## config.mk

```make
export PLATFORM = sky130hd
export DESIGN_NAME = decimal_seven_segment_serializer_flat
export DESIGN_NICKNAME = d
export VERILOG_FILES = /design/src/sv/dss_pkg.sv /design/src/sv/dss_in_if.sv /design/src/sv/dss_out_if.sv /design/src/sv/dss_in_stage.sv /design/src/sv/dss_digit_enc.sv /design/src/sv/dss_frame_shift.sv /design/src/sv/decimal_seven_segment_serializer.sv /design/src/flat_wrapper.sv
export SDC_FILE = /design/constraint.sdc
export NUM_CORES = 1
export LEC_CHECK = 0
export BUFFER_PORTS_ARGS = -buffer_cell sky130_fd_sc_hd__buf_2
export CORE_MARGIN = 3
export CORE_UTILIZATION = 30
export DETAILED_ROUTE_END_ITERATION = 8
export PLACE_DENSITY = 0.44
export RECOVER_POWER = 25
export SETUP_SLACK_MARGIN = 0.02
export SLEW_MARGIN = 30
export SYNTH_ARGS = -nofsm -noshare
export SYNTH_HDL_FRONTEND = slang
export SYNTH_HIERARCHICAL = 1
export SYNTH_SLANG_ARGS = --single-unit
export TNS_END_PERCENT = 30
```

## constraint.sdc

```tcl
create_clock -name clk_i -period 11.32 [get_ports clk_i]
set_input_delay 0.566 -clock clk_i [delete_from_list [all_inputs] [get_ports clk_i]]
set_output_delay 0.566 -clock clk_i [all_outputs]
set_load 0.05 [all_outputs]
```

## src/sv/dss_pkg.sv

```systemverilog
// Shared types, constants and segment table of the seven-segment serializer.
package dss_pkg;

  localparam int NUM_DIGITS = 6;
  localparam int NUM_CHAINS = 3;

  localparam int VAL_W   = 17;
  localparam int CHAIN_W = 2;
  localparam int SEG_W   = 8;
  localparam int BIT_W   = 3;
  localparam int POS_W   = $clog2(NUM_DIGITS);
  localparam int WORK_W  = 32;

  localparam logic [BIT_W-1:0] BIT_LAST = BIT_W'(SEG_W - 1);
  localparam logic [POS_W-1:0] POS_LAST = POS_W'(NUM_DIGITS - 1);

  localparam logic [SEG_W-1:0] SEG_BLANK = 8'h00;
  localparam logic [SEG_W-1:0] SEG_POINT = 8'h01;

  typedef logic [NUM_DIGITS-1:0][WORK_W-1:0] weight_tab_t;

  // Entry p holds the decimal weight of position p: 10**(NUM_DIGITS-1-p).
  function automatic weight_tab_t build_weights();
    weight_tab_t tab;
    logic [WORK_W-1:0] w;
    w = WORK_W'(1);
    for (int p = NUM_DIGITS - 1; p >= 0; p--) begin
      tab[p] = w;
      w = WORK_W'(w * WORK_W'(10));
    end
    return tab;
  endfunction

  localparam weight_tab_t WEIGHT = build_weights();
  localparam logic [WORK_W-1:0] SAT_LIMIT = WEIGHT[0] - WORK_W'(1);

  function automatic logic [SEG_W-1:0] seg_code(input logic [3:0] digit);
    logic [SEG_W-1:0] seg;
    unique case (digit)
      4'd0:    seg = 8'hFC;
      4'd1:    seg = 8'h60;
      4'd2:    seg = 8'hDA;
      4'd3:    seg = 8'hF2;
      4'd4:    seg = 8'h66;
      4'd5:    seg = 8'hB6;
      4'd6:    seg = 8'hBE;
      4'd7:    seg = 8'hE4;
      4'd8:    seg = 8'hFE;
      4'd9:    seg = 8'hF6;
      default: seg = SEG_BLANK;
    endcase
    return seg;
  endfunction

  typedef struct packed {
    logic [VAL_W-1:0]   value;
    logic [CHAIN_W-1:0] chain;
  } item_t;

  typedef struct packed {
    logic [POS_W-1:0] pos;
    logic [VAL_W-1:0] rem;
    logic             lead;
  } enc_req_t;

  typedef struct packed {
    logic [SEG_W-1:0] seg;
    logic [VAL_W-1:0] rem;
    logic             lead;
  } enc_rsp_t;

endpackage

```

## src/sv/dss_in_if.sv

```systemverilog
// Input channel: value and chain number with valid/ready.
interface dss_in_if
  import dss_pkg::*;
();
  logic               valid;
  logic               ready;
  logic [VAL_W-1:0]   value;
  logic [CHAIN_W-1:0] chain;

  modport source (output valid, output value, output chain, input ready);
  modport sink   (input valid, input value, input chain, output ready);
endinterface

```

## src/sv/dss_out_if.sv

```systemverilog
// Output channel: one serialized segment bit per word with valid/ready.
interface dss_out_if
  import dss_pkg::*;
();
  logic               valid;
  logic               ready;
  logic [CHAIN_W-1:0] chain_out;
  logic               data_bit;
  logic               last;

  modport source (output valid, output chain_out, output data_bit, output last, input ready);
  modport sink   (input valid, input chain_out, input data_bit, input last, output ready);
endinterface

```

## src/sv/dss_in_stage.sv

```systemverilog
// Input holding register: drop unused chains, saturate, hold one word.
module dss_in_stage
  import dss_pkg::*;
(
  input  logic    clk_i,
  input  logic    rst_ni,
  dss_in_if.sink  in_i,
  input  logic    take_i,
  output logic    hold_valid_o,
  output item_t   hold_o
);

  logic  hold_valid_q, hold_valid_d;
  item_t hold_q, hold_d;
  logic  accept;
  logic  chain_ok;

  assign in_i.ready = !hold_valid_q || take_i;
  assign accept     = in_i.valid && in_i.ready;
  assign chain_ok   = int'(in_i.chain) < NUM_CHAINS;

  always_comb begin
    hold_d       = hold_q;
    hold_valid_d = hold_valid_q && !take_i;
    if (accept && chain_ok) begin
      hold_valid_d = 1'b1;
      hold_d.chain = in_i.chain;
      hold_d.value = (WORK_W'(in_i.value) > SAT_LIMIT) ? SAT_LIMIT[VAL_W-1:0] : in_i.value;
    end
  end

  always_ff @(posedge clk_i or negedge rst_ni) begin
    if (!rst_ni) begin
      hold_valid_q <= 1'b0;
    end else begin
      hold_valid_q <= hold_valid_d;
    end
  end

  always_ff @(posedge clk_i) begin
    hold_q <= hold_d;
  end

  assign hold_valid_o = hold_valid_q;
  assign hold_o       = hold_q;

endmodule

```

## src/sv/dss_digit_enc.sv

```systemverilog
// Digit encoder: extract one decimal digit, blank or mark it, map to segments.
module dss_digit_enc
  import dss_pkg::*;
(
  input  enc_req_t req_i,
  output enc_rsp_t rsp_o
);

  logic [WORK_W-1:0] rem_w;
  logic [WORK_W-1:0] step_w;
  logic [3:0]        digit;
  logic              blank;
  logic              point;

  // Restoring division by the position weight: four compare-subtract steps.
  always_comb begin
    rem_w  = WORK_W'(req_i.rem);
    step_w = '0;
    digit  = '0;
    for (int k = 3; k >= 0; k--) begin
      step_w = WEIGHT[req_i.pos] << k;
      if (rem_w >= step_w) begin
        rem_w    = rem_w - step_w;
        digit[k] = 1'b1;
      end
    end
  end

  assign blank = (int'(req_i.pos) < NUM_DIGITS - 2) && req_i.lead && (digit == 4'd0);
  assign point = int'(req_i.pos) == NUM_DIGITS - 2;

  always_comb begin
    rsp_o.rem  = rem_w[VAL_W-1:0];
    rsp_o.lead = blank;
    if (blank) begin
      rsp_o.seg = SEG_BLANK;
    end else begin
      rsp_o.seg = seg_code(digit) | (point ? SEG_POINT : SEG_BLANK);
    end
  end

endmodule

```

## src/sv/dss_frame_shift.sv

```systemverilog
// Frame shifter: load one segment byte per position, shift it out MSB first.
module dss_frame_shift
  import dss_pkg::*;
(
  input  logic      clk_i,
  input  logic      rst_ni,
  input  logic      hold_valid_i,
  input  item_t     hold_i,
  output logic      take_o,
  dss_out_if.source out_o
);

  logic               busy_q, busy_d;
  logic [CHAIN_W-1:0] chain_q, chain_d;
  logic [VAL_W-1:0]   rem_q, rem_d;
  logic [POS_W-1:0]   pos_q, pos_d;
  logic [BIT_W-1:0]   bit_q, bit_d;
  logic [SEG_W-1:0]   byte_q, byte_d;
  logic               lead_q, lead_d;
  logic               fire;
  logic               frame_end;
  enc_req_t           enc_req;
  enc_rsp_t           enc_rsp;

  assign enc_req.pos  = pos_q + POS_W'(1);
  assign enc_req.rem  = rem_q;
  assign enc_req.lead = lead_q;

  dss_digit_enc u_enc (
    .req_i (enc_req),
    .rsp_o (enc_rsp)
  );

  assign fire      = busy_q && out_o.ready;
  assign frame_end = (pos_q == POS_LAST) && (bit_q == BIT_LAST);

  always_comb begin
    busy_d  = busy_q;
    chain_d = chain_q;
    rem_d   = rem_q;
    pos_d   = pos_q;
    bit_d   = bit_q;
    byte_d  = byte_q;
    lead_d  = lead_q;
    take_o  = 1'b0;
    priority if (fire && (bit_q != BIT_LAST)) begin
      byte_d = {byte_q[SEG_W-2:0], 1'b0};
      bit_d  = bit_q + BIT_W'(1);
    end else if (fire && !frame_end) begin
      pos_d  = pos_q + POS_W'(1);
      bit_d  = '0;
      byte_d = enc_rsp.seg;
      rem_d  = enc_rsp.rem;
      lead_d = enc_rsp.lead;
    end else if (!busy_q || fire) begin
      busy_d = hold_valid_i;
      if (hold_valid_i) begin
        take_o  = 1'b1;
        chain_d = hold_i.chain;
        rem_d   = hold_i.value;
        pos_d   = '0;
        bit_d   = '0;
        byte_d  = SEG_BLANK;
        lead_d  = 1'b1;
      end
    end else begin
      busy_d = busy_q;
    end
  end

  always_ff @(posedge clk_i or negedge rst_ni) begin
    if (!rst_ni) begin
      busy_q <= 1'b0;
      pos_q  <= '0;
      bit_q  <= '0;
      lead_q <= 1'b1;
    end else begin
      busy_q <= busy_d;
      pos_q  <= pos_d;
      bit_q  <= bit_d;
      lead_q <= lead_d;
    end
  end

  always_ff @(posedge clk_i) begin
    chain_q <= chain_d;
    rem_q   <= rem_d;
    byte_q  <= byte_d;
  end

  assign out_o.valid     = busy_q;
  assign out_o.chain_out = chain_q;
  assign out_o.data_bit  = byte_q[SEG_W-1];
  assign out_o.last      = frame_end;

  a_pos_range: assert property (@(posedge clk_i) disable iff (!rst_ni)
    busy_q |-> (int'(pos_q) <= NUM_DIGITS - 1))
    else $error("position counter past last digit");

  a_frame_restart: assert property (@(posedge clk_i) disable iff (!rst_ni)
    (fire && frame_end) |=> (!busy_q || ((pos_q == '0) && (bit_q == '0))))
    else $error("frame did not restart at first position");

  a_first_blank: assert property (@(posedge clk_i) disable iff (!rst_ni)
    (busy_q && (pos_q == '0)) |-> (byte_q == SEG_BLANK))
    else $error("leftmost position not blank");

  a_stall_hold: assert property (@(posedge clk_i) disable iff (!rst_ni)
    (busy_q && !out_o.ready) |=> (busy_q && $stable(byte_q) && $stable(pos_q) && $stable(bit_q)))
    else $error("shifter advanced while stalled");

  a_take_idle: assert property (@(posedge clk_i) disable iff (!rst_ni)
    take_o |-> (hold_valid_i && (!busy_q || (fire && frame_end))))
    else $error("item taken while a frame is in flight");

endmodule

```

## src/sv/decimal_seven_segment_serializer.sv

```systemverilog
// An accepted word passes the holding register and then loads into the shifter to show its first bit.
// Throughput: one frame of NUM_DIGITS*8 bits (48) per input word, one bit per cycle while output
//   ready is high, set by the single segment shift register; one further word waits in the holding stage.
// Words naming a chain of NUM_CHAINS or more are accepted and produce no output.
// Reset (rst_ni low, asynchronous) empties the holding stage and the shifter;
//   data registers keep their contents and are ignored until reloaded.
module decimal_seven_segment_serializer
  import dss_pkg::*;
(
  input  logic      clk_i,
  input  logic      rst_ni,
  dss_in_if.sink    in_i,
  dss_out_if.source out_o
);

  // Handoff between the holding stage and the frame shifter.
  logic  hold_valid;
  item_t hold;
  logic  take;

  // Hold one incoming word: saturate the value to what the digits can show,
  // drop words for chains that do not exist, and release the word to the
  // shifter when it asks for it. A new word is taken in the same cycle the
  // held one moves on, so the input never waits on an idle slot.
  dss_in_stage u_in_stage (
    .clk_i        (clk_i),
    .rst_ni       (rst_ni),
    .in_i         (in_i),
    .take_i       (take),
    .hold_valid_o (hold_valid),
    .hold_o       (hold)
  );

  // Shift out the frame: the leftmost position is always blank, then each
  // position's digit is peeled off the running remainder by its decimal
  // weight, leading zeros above the point position are blanked, the point
  // is lit on the tenths-to-units boundary, and each byte goes out MSB first.
  // The next held word loads at the same edge that takes the last bit, so
  // frames follow each other with no gap.
  dss_frame_shift u_frame_shift (
    .clk_i        (clk_i),
    .rst_ni       (rst_ni),
    .hold_valid_i (hold_valid),
    .hold_i       (hold),
    .take_o       (take),
    .out_o        (out_o)
  );

endmodule

```

## src/flat_wrapper.sv

```systemverilog
// flat-port wrapper written by rule: the top's interface ports become plain ports
module decimal_seven_segment_serializer_flat import dss_pkg::*;
  (clk_i, rst_ni, in_i_valid, in_i_value, in_i_chain, in_i_ready, out_o_valid, out_o_chain_out, out_o_data_bit, out_o_last, out_o_ready);
  dss_in_if in_i_i ();
  dss_out_if out_o_i ();
  input  logic clk_i;
  input  logic rst_ni;
  input wire logic [$bits(in_i_i.valid)-1:0] in_i_valid;
  input wire logic [$bits(in_i_i.value)-1:0] in_i_value;
  input wire logic [$bits(in_i_i.chain)-1:0] in_i_chain;
  output wire logic [$bits(in_i_i.ready)-1:0] in_i_ready;
  output wire logic [$bits(out_o_i.valid)-1:0] out_o_valid;
  output wire logic [$bits(out_o_i.chain_out)-1:0] out_o_chain_out;
  output wire logic [$bits(out_o_i.data_bit)-1:0] out_o_data_bit;
  output wire logic [$bits(out_o_i.last)-1:0] out_o_last;
  input wire logic [$bits(out_o_i.ready)-1:0] out_o_ready;
  assign in_i_i.valid = in_i_valid;
  assign in_i_i.value = in_i_value;
  assign in_i_i.chain = in_i_chain;
  assign in_i_ready = in_i_i.ready;
  assign out_o_valid = out_o_i.valid;
  assign out_o_chain_out = out_o_i.chain_out;
  assign out_o_data_bit = out_o_i.data_bit;
  assign out_o_last = out_o_i.last;
  assign out_o_i.ready = out_o_ready;
  decimal_seven_segment_serializer u_core (.clk_i(clk_i), .rst_ni(rst_ni), .in_i(in_i_i), .out_o(out_o_i));
endmodule
```

==> key figures, run 1 <==
Run status
  – Run status: finished, final reports clean

Floorplanning
  – Die span in y: 155 um
  – Die extent in x: 155 um
  – Initial standard-cell utilization of the core: 0.306
  – Die Area: 0.0242 sq mm
  – I/O pin count: 29
  – Placeable core region: 0.0219 sq mm
  – FP Rows: 54

CTS
  – Bufs on Longest Clock Path: 2
  – Root buffer cell: clkbuf_16
  – CTS HTree Levels: 2
  – Clock tree from TritonCTS: built
  – Clock input transition at the sequential cells of the worst setup and hold paths: 70 ps
  – Number of hold buffers added after CTS: 0
  – TritonCTS Buffers: 5
  – Worst-skew pair later-pin latency: 300 ps
  – CTS sink cnt: 55

Timing
  – Maximum operating frequency: 0.0937 GHz
  – Share of the cycle needed by the critical path after routing: 0.943
  – Number of hold violations in the final report: 0
  – Number of max-slew violations in the final report: 0
  – Pin slew with the least headroom to its limit: 818 ps
  – Worst setup margin: 649 ps
  – Final number of setup-violating endpoints: 0
  – Worst slack on hold paths: 205 ps
  – Worst Skew: 8.12 ps
  – Max-slew headroom at the worst pin: 0.455
  – Final critical-path required period: 10670 ps

Drt
  – Remaining number of nets flagged by the antenna check after routing: 0
  – Post-detailed-route wirelength per cell: 17.7 um
  – Length of the first detailed-routing pass in iterations: 5
  – Remaining routing DRC violations: 0
  – DR vias/cell: 5.33
  – Number of vias in the routed layout: 6148
  – Initial DRC count: 365
  – Wirelength, routed: 20.4 mm

Synth
  – Syn Area/Cell: 8.55 sq um
  – Synth unique cells: 102
  – Async set-reset flop share out of synthesis: 0.164
  – Synthesis warning total: 6
  – Synthesized Nets: 879
  – Cell count after synthesis: 783
  – Synth Cell Area: 0.00670 sq mm
  – Number of enable-type register cells in the synthesized netlist: 45
  – Number of flip-flops and latches in the synthesized netlist: 55
  – Most common flop cell mapped by yosys: edfxtp_1
  – Sequential fraction of the synthesis area: 0.239

Placed design
  – Minimum setup slack after placement: -13.9 ps
  – Global placer's final weighted congestion: 0.932
  – Detail Placement HPWL: 17.1 mm
  – Count of buffers from port buffering: 28

Job
  – # Max-Cap Violations: 0

Setup path
  – Delay contributed by the slowest stage of the critical path: 560 ps
  – Kind of critical path: flip-flop to flip-flop
  – WP data arrival: 10730 ps
  – Maximum fanout along the worst path: 9
  – Sort of element at the start of the critical path: flip-flop
  – Most Frequent Cell on Critical Path: buf_4
  – CP max stage cell: or4_4
  – Category of the worst setup path capture point: flip-flop
  – Worst Path Required: 11380 ps

Final layout
  – Fraction of final layout cells with drive strength greater than 1: 0.244
  – Net count of the finished layout: 969
  – Utilization after layout: 0.367
  – Area Growth Syn to Fin: 19.9%
  – Number of filler instances in the final layout: 2377
  – Number of antenna diodes: 0

Global routing
  – Global-route congestion overflow total: 0
  – Global-route wire length before repair: 32.7 mm
  – Maximum number of pins on one net before global-route repair: 28
  – Total Routing Usage GR: 0.168
  – Initial antenna violation count: 0
  – Number of global-route vias before repair: 6051

Worst hold path
  – Class of the tightest hold or removal check: input pin to async pin
[logic make-up after synthesis]
group | after synthesis | synth area share
AOI/OAI and AO/OA | 237 | 0.251
muxes | 26 | 0.0433
adders and majority gates | 73 | 0.141
xor gates and xnor gates | 37 | 0.0495
and+or+nand+nor | 282 | 0.228
buffers and inverters | 73 | 0.0491
DFF | 55 | 0.239
[metal layers]
metal / up-vias / GRT usage / part of all wire
met1: 2898 / 0.253 / 0.52
li1: 3107 / - / -
met2: 127 / 0.268 / 0.44
met4: 0 / 0.0300 / 0.012
met5: - / 0 / 0
met3: 16 / 0.0106 / 0.030
[worst paths after layout]
kind	from	end	slack, ps	depth (start not counted)
max in group asynchronous	rst_ni	u_core/u_frame_shift/pos_q[0]$_DFFE_PN0P_	10740	1
min in group clk_i	u_core/u_in_stage/hold_o[0]$_DFFE_PP_	u_core/u_frame_shift/out_o.chain_out[0]$_DFFE_PP_	420	0
worst max register to register	u_core/u_frame_shift/pos_q[0]$_DFFE_PN0P_	u_core/u_frame_shift/byte_q[4]$_DFFE_PP_	650	53
worst max-delay path	u_core/u_frame_shift/pos_q[0]$_DFFE_PN0P_	u_core/u_frame_shift/byte_q[4]$_DFFE_PP_	650	53
worst min register to register	u_core/u_in_stage/hold_o[0]$_DFFE_PP_	u_core/u_frame_shift/out_o.chain_out[0]$_DFFE_PP_	420	0
worst min-delay path	rst_ni	u_core/u_frame_shift/bit_q[2]$_DFFE_PN0P_	200	1
[sequential cells by signal, summed over array words and instances, names as in the netlist]
register,cells
u_core/u_frame_shift/pos_q,3
u_core/u_frame_shift/rem_q,17
u_core/u_frame_shift/byte_q,8
u_core/u_frame_shift/bit_q,3
u_core/u_frame_shift/out_o.valid,1
u_core/u_frame_shift/lead_q,1
u_core/u_in_stage/hold_valid_o,1
u_core/u_in_stage/hold_o,19
u_core/u_frame_shift/out_o.chain_out,2
[cell usage in the layout (no fill, tap or decap), types with 12 or more instances in the layout]
master / n
xnor2_1: 21
o21ai_1: 13
nand2b_1: 18
a21o_1: 14
buf_2: 23
o21ai_0: 32
xor2_1: 15
o31ai_1: 12
edfxtp_1: 45
nand3_1: 14
nand2_1: 79
inv_1: 48
and3_1: 12
buf_4: 74
ha_1: 64
a21oi_1: 45
nor2_1: 49
nor3_1: 14
mux2_2: 19
[layout make-up]
type	instances	area, sq um	area share
well taps	280	350	0.0436
multi-input cells	655	4990	0.622
flip-flops and latches	55	1600	0.199
clock buffers	5	125	0.0156
clock inverters	3	22.5	0.00281
inverters	51	196	0.0245
repair buffers	105	744	0.0927
[stage by stage]
| stage | instance area (sq um) | instances | setup TNS (ps) |
|---|---|---|---|
| floorplan | 6710 | 783 | 0 |
| global placement | 7600 | 1139 | 0 |
| detailed placement | 7600 | 1139 | -40.6 |
| CTS | 7750 | 1147 | 0 |
| finish | 8030 | 1154 | 0 |
| global route | 8030 | 1154 | -84.7 |
[cells in the mapped netlist (4+ instances only)]
cell | instances | area [sq um]
mux2_2 | 19 | 214
mux2i_1 | 4 | 40.0
o31ai_1 | 17 | 128
nand4_1 | 10 | 62.6
nor2b_1 | 10 | 62.6
nand3b_1 | 9 | 67.6
and2_1 | 14 | 87.6
a21oi_1 | 48 | 240
nor2_1 | 52 | 195
a311oi_1 | 4 | 35.0
o21a_1 | 6 | 45.0
a21boi_0 | 9 | 67.6
xnor2_1 | 21 | 184
nand2_1 | 81 | 304
a211oi_1 | 5 | 37.5
nor3_1 | 15 | 75.1
o2111ai_1 | 5 | 43.8
ha_1 | 69 | 863
nand3_1 | 14 | 70.1
clkbuf_1 | 11 | 41.3
a31oi_1 | 9 | 56.3
and3_1 | 12 | 75.1
nand2b_1 | 18 | 113
a21o_1 | 14 | 105
dfrtp_1 | 8 | 200
o21ai_1 | 8 | 40.0
or2_2 | 6 | 37.5
fa_1 | 4 | 80.1
inv_1 | 49 | 184
buf_6 | 4 | 45.0
a22o_1 | 9 | 78.8
o211ai_1 | 7 | 52.6
or3_1 | 7 | 43.8
xor2_1 | 15 | 131
o21ai_0 | 42 | 210
nor4_1 | 6 | 37.5
edfxtp_1 | 45 | 1350
a211o_1 | 5 | 43.8
buf_2 | 4 | 20.0
[worst max-delay path: cells and delay by family, from the launching register on]
kind / cells / cell delay, ps
buf+inv: 8 / 1170
fa+ha+maj: 6 / 1680
flops: 1 / 440
compound gates: 21 / 3780
xor+xnor: 2 / 210
simple gates: 16 / 3130
[timing repair]
item,4_1_cts,5_1_grt
setup buffers,0,7
setup endpoints to repair,5,25
gates resized for setup,2,61
hold endpoints to repair,0,0
pin swaps,0,14
Power of run 1 is not shown: default switching activity piles up to over one toggle a cycle in this logic, so the estimate is an artifact.
==> run 2: changes to the inputs <==
--- a/config.mk
+++ b/config.mk
@@ -9,8 +9,6 @@
 export CORE_MARGIN = 3
 export CORE_UTILIZATION = 30
 export DETAILED_ROUTE_END_ITERATION = 8
-export PLACE_DENSITY = 0.44
-export RECOVER_POWER = 25
 export SETUP_SLACK_MARGIN = 0.02
 export SLEW_MARGIN = 30
 export SYNTH_ARGS = -nofsm -noshare
==> run 2 against run 1 <==
Compared with the run above: die area stayed put; critical path depth is 4 higher; wire length is 7.4% lower; flip-flop and latch count stayed put; core utilization is 0.30 points lower; register-to-register slack hardly changed; final cell count is 0.52% lower; via count is 1.7% higher; count of clock-buffer cells in the layout is 1 higher; fmax is 0.12% lower; non-clock buffer count is 6 lower; critical path type unchanged; largest cell class unchanged.
==> key figures, run 2 (same netlist as run 1, synthesis figures left out) <==
Run status
  – Run status: finished, final reports clean (unchanged)

Final layout
  – Number of antenna diodes: 0 (unchanged)
  – Number of flip-flops under the largest register name: 19 (unchanged)
  – Post-route insts no fill: 1148 (was 1154)
  – Net count of the finished layout: 963 (was 969)
  – Area Growth Syn to Fin: 18.9% (was 19.9%)
  – Number of filler instances in the final layout: 2207 (was 2377)
  – Top library cells by usage in the layout, fill and taps aside: nand2_1 (79), buf_4 (68), ha_1 (64), nor2_1 (51), inv_1 (48) (was nand2_1 (79), buf_4 (74), ha_1 (64), nor2_1 (49), inv_1 (48))
  – Post-Layout Inst Area: 0.00796 sq mm (was 0.00803 sq mm)
  – Most common library cell in the layout ignoring fill and taps: nand2_1 (unchanged)
  – Fraction of final layout cells with drive strength greater than 1: 0.234 (was 0.244)

Floorplanning
  – I/O pin count: 29 (unchanged)
  – Initial standard-cell utilization of the core: 0.306 (unchanged)
  – Die span in y: 155 um (unchanged)
  – Die extent in x: 155 um (unchanged)
  – Placeable core region: 0.0219 sq mm (unchanged)
  – Die Area: 0.0242 sq mm (unchanged)
  – FP Rows: 54 (unchanged)

Setup path
  – Category of the worst setup path capture point: flip-flop (unchanged)
  – CP max stage cell: or4b_1 (was or4_4)
  – Logic depth of the worst register-to-register path: 57 (was 53)
  – WP data arrival: 10740 ps (was 10730 ps)
  – Sort of element at the start of the critical path: flip-flop (unchanged)
  – Reg2reg start: u_core/u_frame_shift/pos_q[0]$_DFFE_PN0P_ (unchanged)
  – Worst Path Required: 11370 ps (was 11380 ps)
  – Kind of critical path: flip-flop to flip-flop (unchanged)
  – Setup slack of the worst register-to-register path: 640 ps (was 650 ps)
  – Maximum fanout along the worst path: 13 (was 9)
  – Reg2reg end: u_core/u_frame_shift/byte_q[4]$_DFFE_PP_ (unchanged)
  – Delay contributed by the slowest stage of the critical path: 480 ps (was 560 ps)

Drt
  – Number of vias in the routed layout: 6250 (was 6148)
  – Initial DRC count: 632 (was 365)
  – DR vias/cell: 5.44 (was 5.33)
  – Length of the first detailed-routing pass in iterations: 5 (unchanged)
  – Remaining number of nets flagged by the antenna check after routing: 0 (unchanged)
  – Remaining routing DRC violations: 0 (unchanged)
  – Post-detailed-route wirelength per cell: 16.5 um (was 17.7 um)
  – Wirelength, routed: 18.9 mm (was 20.4 mm)

CTS
  – Clock tree from TritonCTS: built (unchanged)
  – Worst-skew pair later-pin latency: 310 ps (was 300 ps)
  – CTS HTree Levels: 2 (unchanged)
  – Root buffer cell: clkbuf_16 (unchanged)
  – Clock input transition at the sequential cells of the worst setup and hold paths: 70 ps (about the same)
  – Bufs on Longest Clock Path: 2 (unchanged)
  – CTS sink cnt: 55 (unchanged)
  – TritonCTS Buffers: 5 (unchanged)

Placed design
  – Number of placed instances with taps included: 1131 (was 1139)
  – Dpl cell area: 0.00754 sq mm (was 0.00760 sq mm)
  – Count of buffers from port buffering: 28 (unchanged)
  – Minimum setup slack after placement: -198 ps (was -13.9 ps)
  – Global placer's final weighted congestion: 0.913 (was 0.932)
  – Detail Placement HPWL: 15.5 mm (was 17.1 mm)

Timing
  – Share of the cycle needed by the critical path after routing: 0.944 (was 0.943)
  – Final critical-path required period: 10680 ps (was 10670 ps)
  – Number of hold violations in the final report: 0 (unchanged)
  – Max-slew headroom at the worst pin: 0.432 (was 0.455)
  – Maximum operating frequency: 0.0936 GHz (was 0.0937 GHz)
  – Number of max-slew violations in the final report: 0 (unchanged)
  – Post-route setup TNS: 0 ps (unchanged)
  – Pin slew with the least headroom to its limit: 852 ps (was 818 ps)
  – Final number of setup-violating endpoints: 0 (unchanged)
  – Worst setup margin: 637 ps (was 649 ps)
  – Worst Skew: 16.7 ps (was 8.12 ps)

Global routing
  – Number of global-route vias before repair: 5937 (was 6051)
  – Global-route wire length before repair: 30.2 mm (was 32.7 mm)
  – Maximum number of pins on one net before global-route repair: 28 (unchanged)
  – Total Routing Usage GR: 0.154 (was 0.168)
  – Initial antenna violation count: 0 (unchanged)
  – Global-route congestion overflow total: 0 (unchanged)

Worst hold path
  – Class of the tightest hold or removal check: input pin to async pin (unchanged)

Job
  – # Max-Cap Violations: 0 (unchanged)
[run 2: cell count changes in the layout (fill, tap and decap cells not counted), moves of 4 or more]
| cell | previous run | this run |
|---|---|---|
| clkbuf_1 | 5 | 1 |
| o21ai_2 | 7 | 3 |
| buf_4 | 74 | 68 |
| buf_2 | 23 | 28 |
[run 2: cell type report]
type / count / area, sq um / share of cell area
clock buffers: 6 / 129 / 0.0162
repair buffers: 99 / 697 / 0.0875
well taps: 280 / 350 / 0.0440
multi-input cells: 655 / 4950 / 0.622
flip-flops and latches: 55 / 1600 / 0.201
inverters: 51 / 196 / 0.0247
clock inverters: 2 / 37.5 / 0.00471
[run 2: metal layers]
layer	GRT usage	up-vias	wire length, um
li1	-	3105	-
met1	0.216	2904	8980
met2	0.244	211	8320
met3	0.0231	30	1230
met4	0.0492	0	389
met5	0	-	0
[run 2: what timing repair did]
action,CTS,global route
pin swaps,0,10
buffers inserted,0,9
gates resized for setup,6,44
hold buffers,0,0
endpoints found under the hold margin,0,0
endpoints found under the setup margin,9,25
[run 2: how the worst max path moves through the flow]
| stage | depth (start not counted) | start | to |
|---|---|---|---|
| floorplan | 59 | u_core/u_frame_shift/pos_q[0]$_DFFE_PN0P_ | u_core/u_frame_shift/byte_q[5]$_DFFE_PP_ |
| global placement | 52 | u_core/u_frame_shift/pos_q[0]$_DFFE_PN0P_ | u_core/u_frame_shift/byte_q[2]$_DFFE_PP_ |
| detailed placement | 55 | u_core/u_frame_shift/pos_q[0]$_DFFE_PN0P_ | u_core/u_frame_shift/byte_q[2]$_DFFE_PP_ |
| CTS | 58 | u_core/u_frame_shift/pos_q[0]$_DFFE_PN0P_ | u_core/u_frame_shift/byte_q[4]$_DFFE_PP_ |
| global route | 58 | u_core/u_frame_shift/pos_q[0]$_DFFE_PN0P_ | u_core/u_frame_shift/byte_q[4]$_DFFE_PP_ |
| finish | 57 | u_core/u_frame_shift/pos_q[0]$_DFFE_PN0P_ | u_core/u_frame_shift/byte_q[4]$_DFFE_PP_ |
[run 2: stage by stage]
step,hold slack [ps],utilization
after floorplan,270,-
after global placement,430,0.345
after detailed placement,434,0.345
after CTS,112,0.353
after global routing,115,0.364
final,115,0.364
[run 2: worst max-delay path, delay by kind of cell (launching register included)]
| family | cells | cell delay (ps) |
|---|---|---|
| DFF | 1 | 420 |
| xor gates and xnor gates | 1 | 150 |
| AOI/OAI and AO/OA | 26 | 4180 |
| buffers and inverters | 4 | 390 |
| and+or+nand+nor | 20 | 3560 |
| adders and majority gates | 6 | 1720 |
Power of run 2 is left out for the same reason.
==> run 3: changes to the inputs <==
--- a/config.mk
+++ b/config.mk
@@ -6,8 +6,8 @@
 export NUM_CORES = 1
 export LEC_CHECK = 0
 export BUFFER_PORTS_ARGS = -buffer_cell sky130_fd_sc_hd__buf_2
-export CORE_MARGIN = 3
 export CORE_UTILIZATION = 30
+export CTS_CLUSTER_SIZE = 28
 export DETAILED_ROUTE_END_ITERATION = 8
 export SETUP_SLACK_MARGIN = 0.02
 export SLEW_MARGIN = 30
==> run 3 against run 2 <==
Compared with the run above: sequential share of layout area is 0.13 points higher; fmax is 0.74% lower; worst hold slack better by 1.1 ps; count of clock-buffer cells in the layout is 1 lower; die area is 5.1% lower; core utilization is 0.13 points lower; non-clock buffer count is 10 lower; register-to-register slack worse by 80 ps; setup slack worse by 80 ps; wire length is 0.32% higher.
==> key figures, run 3 (same netlist as run 1, synthesis figures left out) <==
Run status
  – Run status: finished, final reports clean (unchanged)

Timing
  – Final number of setup-violating endpoints: 0 (unchanged)
  – Pin slew with the least headroom to its limit: 847 ps (was 852 ps)
  – Worst Skew: 10.9 ps (was 16.7 ps)
  – Worst slack on hold paths: 116 ps (was 115 ps)
  – Post-route setup TNS: 0 ps (unchanged)
  – Number of max-slew violations in the final report: 0 (unchanged)
  – Maximum operating frequency: 0.0929 GHz (was 0.0936 GHz)
  – Share of the cycle needed by the critical path after routing: 0.951 (was 0.944)
  – Max-slew headroom at the worst pin: 0.435 (was 0.432)
  – Final critical-path required period: 10760 ps (was 10680 ps)
  – Number of hold violations in the final report: 0 (unchanged)

Setup path
  – Setup slack of the worst register-to-register path: 560 ps (was 640 ps)
  – Sort of element at the start of the critical path: flip-flop (unchanged)
  – CP max stage cell: or4b_1 (unchanged)
  – Kind of critical path: flip-flop to flip-flop (unchanged)
  – Delay contributed by the slowest stage of the critical path: 490 ps (was 480 ps)
  – Logic depth of the worst register-to-register path: 47 (was 57)
  – Critical path origin: u_core/u_frame_shift/pos_q[0]$_DFFE_PN0P_ (unchanged)
  – Category of the worst setup path capture point: flip-flop (unchanged)
  – Reg2reg end: u_core/u_frame_shift/rem_q[1]$_DFFE_PP_ (was u_core/u_frame_shift/byte_q[4]$_DFFE_PP_)
  – Number of buffer and inverter stages on the critical path: 4 (unchanged)
  – End point of the critical path: u_core/u_frame_shift/rem_q[1]$_DFFE_PP_ (was u_core/u_frame_shift/byte_q[4]$_DFFE_PP_)
  – WP data arrival: 10820 ps (was 10740 ps)
  – Total stage count of the critical path: 47 (was 57)
  – Reg2reg start: u_core/u_frame_shift/pos_q[0]$_DFFE_PN0P_ (unchanged)
  – Worst Path Required: 11380 ps (was 11370 ps)
  – Maximum fanout along the worst path: 19 (was 13)
  – Delay-heaviest family, CP: compound AO/OA/AOI/OAI gates (unchanged)

Final layout
  – Utilization after layout: 0.362 (was 0.364)
  – Sequential cell area: 0.00160 sq mm (unchanged)
  – Number of antenna diodes: 0 (unchanged)
  – Number of filler instances in the final layout: 2222 (was 2207)
  – Area of combinational cells with multiple inputs: 0.00501 sq mm (was 0.00495 sq mm)
  – Most common library cell in the layout ignoring fill and taps: nand2_1 (unchanged)
  – Net count of the finished layout: 953 (was 963)
  – Top library cells by usage in the layout, fill and taps aside: nand2_1 (79), ha_1 (63), buf_4 (59), nor2_1 (51), inv_1 (48) (was nand2_1 (79), buf_4 (68), ha_1 (64), nor2_1 (51), inv_1 (48))
  – Fraction of final layout cells with drive strength greater than 1: 0.232 (was 0.234)
  – Area Growth Syn to Fin: 18.1% (was 18.9%)
  – Number of flip-flops under the largest register name: 19 (unchanged)

Floorplanning
  – Placeable core region: 0.0218 sq mm (was 0.0219 sq mm)
  – Die span in y: 151 um (was 155 um)
  – Initial standard-cell utilization of the core: 0.307 (was 0.306)
  – I/O pin count: 29 (unchanged)
  – Die Area: 0.0229 sq mm (was 0.0242 sq mm)
  – FP Rows: 54 (unchanged)
  – Die extent in x: 151 um (was 155 um)

Drt
  – DR vias/cell: 5.48 (was 5.44)
  – Wirelength, routed: 19.0 mm (was 18.9 mm)
  – Remaining number of nets flagged by the antenna check after routing: 0 (unchanged)
  – Initial DRC count: 625 (was 632)
  – Remaining routing DRC violations: 0 (unchanged)
  – Number of vias in the routed layout: 6239 (was 6250)
  – Post-detailed-route wirelength per cell: 16.7 um (was 16.5 um)
  – Length of the first detailed-routing pass in iterations: 6 (was 5)

CTS
  – TritonCTS Buffers: 5 (unchanged)
  – CTS sink cnt: 55 (unchanged)
  – Clock tree from TritonCTS: built (unchanged)
  – Clock input transition at the sequential cells of the worst setup and hold paths: 80 ps (was 70 ps)
  – CTS HTree Levels: 2 (unchanged)
  – Worst-skew pair later-pin latency: 300 ps (was 310 ps)
  – Bufs on Longest Clock Path: 2 (unchanged)
  – Number of hold buffers added after CTS: 0 (unchanged)
  – Root buffer cell: clkbuf_16 (unchanged)

Worst hold path
  – Class of the tightest hold or removal check: input pin to async pin (unchanged)

Global routing
  – Global-route wire length before repair: 29.8 mm (was 30.2 mm)
  – Global-route congestion overflow total: 0 (unchanged)
  – Initial antenna violation count: 0 (unchanged)
  – Number of global-route vias before repair: 5720 (was 5937)
  – Total Routing Usage GR: 0.167 (was 0.154)
  – Maximum number of pins on one net before global-route repair: 22 (was 28)

Placed design
  – Count of buffers from port buffering: 28 (unchanged)
  – Detail Placement HPWL: 15.3 mm (was 15.5 mm)
  – Global placer's final weighted congestion: 0.958 (was 0.913)

Job
  – # Max-Cap Violations: 0 (unchanged)
run 3: changes by cell type in the layout (fill, tap and decap cells not counted), sizes merged:
cell / change
bufinv: -1
clkbuf: -1
buf: -10
clkinvlp: +1
clkinv: +1
run 3: what timing repair did:
item	CTS	global route
endpoints found under the setup margin	20	25
pin swaps	0	14
gates resized for setup	5	52
buffers inserted	0	7
run 3: layout make-up:
cell class,instances,area share
multi-input combinational,655,0.634
sequential,55,0.202
timing repair buffer,89,0.0770
tap,280,0.0443
inverter,51,0.0248
clock buffer,5,0.0158
clock inverter,3,0.00253
run 3: metal layers:
layer / GRT usage / vias to the layer above / routed length, um
met5: 0 / - / 0
li1: - / 3088 / -
met1: 0.240 / 2898 / 9140
met4: 0.0495 / 0 / 474
met3: 0.0130 / 39 / 963
met2: 0.263 / 214 / 8410
run 3: per-stage QoR:
stage | instances | cell area [sq um] | worst slack (ps)
global route | 1138 | 7910 | -95.3
detailed placement | 1123 | 7470 | -224
CTS | 1131 | 7630 | 20.4
global placement | 1123 | 7470 | -155
finish | 1138 | 7910 | 557
floorplan | 783 | 6710 | 26.3
run 3: worst min path at each step:
stage | slack (ps) | cells after the start | endpoint | from
after floorplan | 270 | 0 | u_core/u_frame_shift/bit_q[0]$_DFFE_PN0P_ | rst_ni
after global placement | 400 | 0 | u_core/u_frame_shift/out_o.chain_out[0]$_DFFE_PP_ | u_core/u_in_stage/hold_o[0]$_DFFE_PP_
after detailed placement | 410 | 0 | u_core/u_frame_shift/out_o.chain_out[1]$_DFFE_PP_ | u_core/u_in_stage/hold_o[1]$_DFFE_PP_
after CTS | 110 | 1 | u_core/u_frame_shift/bit_q[0]$_DFFE_PN0P_ | rst_ni
after global routing | 120 | 1 | u_core/u_frame_shift/bit_q[0]$_DFFE_PN0P_ | rst_ni
final | 120 | 1 | u_core/u_frame_shift/bit_q[1]$_DFFE_PN0P_ | rst_ni
Power of run 3 is left out for the same reason.
